===== src/rtl/core/particle_distance_table_unit_assert.svh =====
// Assertion macros used by the distance table top level
`ifndef PARTICLE_DISTANCE_TABLE_UNIT_ASSERT_SVH
`define PARTICLE_DISTANCE_TABLE_UNIT_ASSERT_SVH

// Same-cycle implication, disabled while reset is high
`define PDT_ASSERT_IMP(label, clk, rst, ante, cons) \
  label: assert property (@(posedge clk) disable iff (rst) (ante) |-> (cons)) \
    else $error("distance table: same-cycle check failed");

// Next-cycle implication, disabled while reset is high
`define PDT_ASSERT_NEXT(label, clk, rst, ante, cons) \
  label: assert property (@(posedge clk) disable iff (rst) (ante) |=> (cons)) \
    else $error("distance table: next-cycle check failed");

`endif


===== src/rtl/core/pdt_pkg.sv =====
// Shared types, widths and codes of the particle distance table
package pdt_pkg;

  localparam int CMD_W       = 2;
  localparam int INDEX_W     = 6;
  localparam int POS_W       = 24;
  localparam int ENTRY_W     = 3 * POS_W;
  localparam int DELTA_W     = POS_W + 1;
  localparam int DSQ_W       = 2 * DELTA_W;
  localparam int ROOT_W      = DELTA_W;
  localparam int ROOT_STEPS  = ROOT_W;
  localparam int REM_W       = ROOT_W + 2;
  localparam int ECOUNT_W    = 7;
  localparam int ICOUNT_W    = 6;
  localparam int CFG_INDEX_W = 1;
  localparam int CFG_DATA_W  = 7;

  localparam int MAX_ELECTRONS_DEF = 64;
  localparam int MAX_IONS_DEF      = 32;

  localparam logic [ECOUNT_W-1:0] ELECTRON_COUNT_RESET = 7'd64;
  localparam logic [ICOUNT_W-1:0] ION_COUNT_RESET      = 6'd32;

  typedef enum logic [CMD_W-1:0] {
    CMD_SET_ELECTRON = 2'd0,
    CMD_SET_ION      = 2'd1,
    CMD_QUERY_EI     = 2'd2,
    CMD_QUERY_EE     = 2'd3
  } cmd_t;

  typedef enum logic [CFG_INDEX_W-1:0] {
    REG_ELECTRON_COUNT = 1'd0,
    REG_ION_COUNT      = 1'd1
  } cfg_reg_t;

  // Controller to datapath
  typedef struct packed {
    logic clear;      // zero one entry of each table that is still being cleared
    logic accept;     // input word taken this cycle
    logic rd_hi;      // electron read address selects the higher index
    logic cap_a;      // capture first operand (and ion entry)
    logic cap_b;      // capture second electron operand
    logic diff;       // form displacements
    logic sq_step;    // one square / accumulate step
    logic root_init;  // load square root unit
    logic root_step;  // one square root digit
    logic load_out;   // move result into the output register
  } pdt_ctl_t;

  // Datapath to controller
  typedef struct packed {
    logic clear_last;
    logic req_query;
    logic req_ok;
    logic sq_last;
    logic root_last;
  } pdt_sts_t;

endpackage


===== src/rtl/core/pdt_ctrl.sv =====
// Sequencer for clearing, table access, squaring and square root
module pdt_ctrl (
  input  logic              clk,
  input  logic              rst,
  input  logic              req_valid,
  input  logic              rsp_ready,
  input  pdt_pkg::pdt_sts_t sts,
  output pdt_pkg::pdt_ctl_t ctl,
  output logic              req_ready,
  output logic              rsp_valid
);

  typedef enum logic [3:0] {
    S_CLEAR,
    S_IDLE,
    S_RD1,
    S_RD2,
    S_RD3,
    S_DIFF,
    S_SQ,
    S_ROOT_INIT,
    S_ROOT,
    S_DONE
  } state_t;

  state_t state, state_next;
  logic   slot_free;

  assign req_ready = (state == S_IDLE);
  assign slot_free = !rsp_valid || rsp_ready;

  always_comb begin
    ctl        = '0;
    state_next = state;
    case (state)
      S_CLEAR: begin
        ctl.clear = 1'b1;
        if (sts.clear_last) begin
          state_next = S_IDLE;
        end
      end
      S_IDLE: begin
        ctl.accept = req_valid;
        if (req_valid && sts.req_query) begin
          state_next = sts.req_ok ? S_RD1 : S_DONE;
        end
      end
      S_RD1: begin
        state_next = S_RD2;
      end
      S_RD2: begin
        ctl.rd_hi  = 1'b1;
        ctl.cap_a  = 1'b1;
        state_next = S_RD3;
      end
      S_RD3: begin
        ctl.cap_b  = 1'b1;
        state_next = S_DIFF;
      end
      S_DIFF: begin
        ctl.diff   = 1'b1;
        state_next = S_SQ;
      end
      S_SQ: begin
        ctl.sq_step = 1'b1;
        if (sts.sq_last) begin
          state_next = S_ROOT_INIT;
        end
      end
      S_ROOT_INIT: begin
        ctl.root_init = 1'b1;
        state_next    = S_ROOT;
      end
      S_ROOT: begin
        ctl.root_step = 1'b1;
        if (sts.root_last) begin
          state_next = S_DONE;
        end
      end
      S_DONE: begin
        if (slot_free) begin
          ctl.load_out = 1'b1;
          state_next   = S_IDLE;
        end
      end
      default: begin
        state_next = S_IDLE;
      end
    endcase
  end

  always_ff @(posedge clk) begin
    if (rst) begin
      state     <= S_CLEAR;
      rsp_valid <= 1'b0;
    end else begin
      state <= state_next;
      if (ctl.load_out) begin
        rsp_valid <= 1'b1;
      end else if (rsp_ready) begin
        rsp_valid <= 1'b0;
      end
    end
  end

endmodule

===== config.mk =====
export PLATFORM = sky130hd
export DESIGN_NAME = pdt_ctrl
export DESIGN_NICKNAME = d
export VERILOG_FILES = /design/src/rtl/core/particle_distance_table_unit_assert.svh /design/src/rtl/core/pdt_pkg.sv /design/src/rtl/core/pdt_ctrl.sv
export SDC_FILE = /design/constraint.sdc
export NUM_CORES = 1
export LEC_CHECK = 0
export BUFFER_PORTS_ARGS = -buffer_cell sky130_fd_sc_hd__buf_2
export CELL_PAD_IN_SITES_DETAIL_PLACEMENT = 1
export CELL_PAD_IN_SITES_GLOBAL_PLACEMENT = 1
export CORE_UTILIZATION = 29
export DETAILED_ROUTE_END_ITERATION = 8
export PLACE_DENSITY_LB_ADDON = 0.1
export SYNTH_ARGS = -nofsm -noshare
export SYNTH_HDL_FRONTEND = slang
export SYNTH_SLANG_ARGS = --single-unit

===== constraint.sdc =====
create_clock -name clk -period 2.55 [get_ports clk]
set_input_delay 0.3825 -clock clk [delete_from_list [all_inputs] [get_ports clk]]
set_output_delay 0.3825 -clock clk [all_outputs]
set_load 0.005 [all_outputs]

Word-level counts from Yosys, hierarchy flattened
Index checks and enable logic that the tools add are counted.

Add/subtract/negate cells: 0. Multipliers: 0. Divide/modulo/power cells: 0. Magnitude comparators: 0. Eq/ne operators: 14. Shift-type cells: 0. Mux-type cells: 19. Bitwise logic cells: 0. Reductions and logical operators: 6.

Operators with widths (count): $pmux W4 S10 (1); $mux W4 (6); $eq A4 B3 Y1 const B (4); $mux W1 (11); $eq A4 B2 Y1 const B (2); $eq A4 B4 Y1 const B (2); $ne A2 B2 Y1 const B (4); $reduce_and A5 Y1 (1); $eq A4 B1 Y1 const B (1); $logic_not A4 Y1 (1); $mux W2 (1); $ne A2 B1 Y1 const B (1); $reduce_bool A2 Y1 (1); $logic_and A1 B1 Y1 (1); $logic_not A1 Y1 (1); $logic_or A1 B1 Y1 (1).

Register bits after elaboration: 5. Latch bits: 0. RAM bits: 0. ROM bits: 0. Input port bits: 9. Memories kept: 0.

Logic depth before layout (Yosys ltp)
Word-level depth: 5. Gate-level depth with buffers: 5.

Least setup slack after synthesis
No wires, ideal clock.

Kind: reg-to-output. Start: reg state[2]. End: out ctl[7] (netlist bit). Data arrival time: 0.939 ns. Data required time: 2.168 ns. Path slack: 1.228 ns. Stages on the path, launching flop included: 5. Path buffers: 2. Cell sequence: dfxtp_1 -> buf_2 -> nand2b_1 -> nor2_1 -> buf_4.

RTL lines: start: declaration (RTL line pdt_ctrl.sv:26) `state_t state, state_next;`; start signal: assignment (RTL line pdt_ctrl.sv:97) `state <= state_next;`; end: declaration (RTL line pdt_ctrl.sv:8) `output pdt_pkg::pdt_ctl_t ctl,`.

==> results.sh <==
export IMPL_finalWirelength_mm=1.03
export IMPL_seq_power_share_pct=36.0
export IMPL_drt_iter0_markers=5
export IMPL_grt_ovfl_total=0
export IMPL_power_density_mw_per_mm2=775
export IMPL_grt_busiest_layer="met2"
export IMPL_nFillCells=162
export IMPL_arrival_ns=1.36
export IMPL_clk_latency_ns=0.25
export IMPL_grtUsageMet2_pct=25.4
export IMPL_initial_utilization_pct=32.8
export IMPL_crit_path_max_fanout=12
export IMPL_end_kind="primary output"
export IMPL_grt_setup_unrepaired="false"
export IMPL_pwr_share_clk_pct=24.7
export IMPL_setup_viol=0
export IMPL_timing_hold_violations_final=0
export IMPL_cts_setup_buffers=0
export IMPL_power_leakage_uw=0.000228
export IMPL_startpoint_type="register"
export IMPL_critPathTopFamily="flip-flops"
export IMPL_first_pass_iters=3
export IMPL_wire_per_inst_um=12.0
export IMPL_fin_cells=86
export IMPL_final_core_util_pct=42.9
export IMPL_die_y_um=38.2
export IMPL_num_rows=12
export IMPL_grt_met3_usage_pct=9.30
export IMPL_ys_warn_count=0
export IMPL_drtAntennaViolNets=0
export IMPL_critPathMaxStageDelay_ns=0.58
export IMPL_switching_share_pct=40.0
export IMPL_fin_crit_ns=1.74
export IMPL_area_growth_pct=30.7
export IMPL_vias_per_cell=5.17
export IMPL_synth_cells=53
export IMPL_ctsHtreeMaxLevel=1
export IMPL_die_area_mm2=0.00146
export IMPL_vias=445
export IMPL_grt_pass1_vias=377
export IMPL_drv_cap=0
export IMPL_synth_area_um2=379
export IMPL_syn_avg_cell_area_um2=7.15
export IMPL_clock_path_buffers=2
export IMPL_ys_seq_area_share_pct=26.4
export IMPL_dpl_hpwl_um=766
export IMPL_dp_cells=82
export IMPL_root_buffer="clkbuf_4"
export IMPL_diodes=0
export IMPL_ios=21
export IMPL_synth_nets=62
export IMPL_gp_congestion=0.731
export IMPL_fin_skew_ns=0.00566
export IMPL_ys_ff_latch=5
export IMPL_worstPathRequired_ns=2.17
export IMPL_die_w_um=38.2
export IMPL_grt_pass1_wl_mm=1.75
export IMPL_drive_above_1_share_pct=34.7
export IMPL_p_sw_uw=154
export IMPL_nets=82
export IMPL_critPathSlowestCell="dfxtp_1"
export IMPL_status="complete, no violations"
export IMPL_p_int_uw=230
export IMPL_finalCritPeriodShare_pct=68.4
export IMPL_path_clk_slew_ns=0.05
export IMPL_hp_class="in2reg"
export IMPL_fin_setup_tns_ns=0
export IMPL_grt_util_met1_pct=22.3
export IMPL_ys_types=21
export IMPL_clock_sinks=5
export IMPL_setup_worst_path_class="reg2out"
export IMPL_combPwrFrac_pct=39.3
export IMPL_vdd_drop_max_uv=301
export IMPL_drc_errors=0
export IMPL_cts_tree="built"
export IMPL_grt_max_degree=14
export IMPL_cts_hold_buf=0
export IMPL_timing_final_max_slew_violations=0
export IMPL_port_buffers=20
export IMPL_crit_chain="nand2b_1 > nor3b_1 > buf_2"
export IMPL_max_slew_margin_rel_pct=69.4
export IMPL_fmax_mhz=574
export IMPL_grt_usage_pct=18.0
export IMPL_antenna_found_initial=0
export IMPL_worst_path_buf_inv=1
export IMPL_cts_resized_gates=0
export IMPL_numCtsBuffers=3
export IMPL_core_area_mm2=0.00116
export IMPL_worst_pin_slew_ns=0.458
[synth_stat cells]
cell	instances	area share (%)
o41ai_1	2	4.6
dfxtp_1	5	26
nor3_1	9	12
a31oi_1	1	1.7
inv_1	2	2.0
o21bai_1	1	2.0
buf_4	1	2.0
a21oi_1	2	2.6
o31ai_2	1	3.3
and2_1	1	1.7
nor3b_1	1	2.0
nor4_1	1	1.7
o21a_1	1	2.0
nand2b_1	5	8.3
buf_2	4	5.3
a311oi_1	1	2.3
nand2_1	5	5.0
nor2_1	7	6.9
nor4b_2	1	4.0
xor2_1	1	2.3
a211o_1	1	2.3
[final timing paths]
check | to | start | cells after the start | slack, ns
hold reg to reg | rsp_valid | rsp_valid | 3 | 0.64
hold / removal | rsp_valid | rst | 2 | 0.40
setup reg to reg | state[0] | state[0] | 4 | 1.13
setup / recovery | ctl[0] | state[3] | 3 | 0.81
[flip-flops by register name (all words and copies together) (netlist names)]
| name | count |
|---|---|
| rsp_valid | 1 |
| state | 4 |
[area by class of cell]
class | instances | area (um^2) | area share [%]
Clock buffer | 4 | 26.3 | 5.30
Inverter | 2 | 7.51 | 1.52
Sequential cell | 5 | 100 | 20.2
Multi-Input combinational cell | 41 | 244 | 49.2
Timing Repair Buffer | 20 | 100 | 20.2
Tap cell | 14 | 17.5 | 3.54
[through the flow]
step                      cell area [um^2]  worst slack [ns]  hold slack [ns]  power, uW
final                                  495             0.807            0.402        384
after global routing                   495             0.687            0.406        424
after CTS                              495             0.783            0.402        390
after detailed placement               469              1.06            0.637        293
after global placement                 469              1.03            0.623        294
after floorplan                        379              1.23            0.454        244
[routing by layer]
layer	routed length, um	vias up	share of wire [%]
li1	-	226	-
met1	480	203	47
met2	458	14	44
met3	77	2	7.5
met4	13	0	1.3
met5	0	-	0
[power by group through the flow]
stage                     Combinational [uW]  Sequential [uW]  Clock (uW)
final                                    151              138        94.9
after global routing                     174              145         106
after CTS                                154              139        97.6
after detailed placement                 153              140           0
after global placement                   154              140           0
after floorplan                          142              102           0
[cell usage in the layout, fill, tap and decap left out, types with 2 or more instances in the layout]
master	count
nand2_1	5
inv_1	2
o41ai_1	2
buf_2	20
dfxtp_1	5
a21oi_1	2
nand2b_1	5
clkbuf_4	3
nor2_1	7
nor3_1	9
[logic make-up (layout without fill, tap and decap cells)]
family	Yosys count	after routing	synth area share [%]
compound gates	10	10	20.8
xor+xnor	1	1	2.31
simple gates	30	30	41.3
buf+inv	7	26	9.24
flops	5	5	26.4
Power figures use the tool's default switching activity.
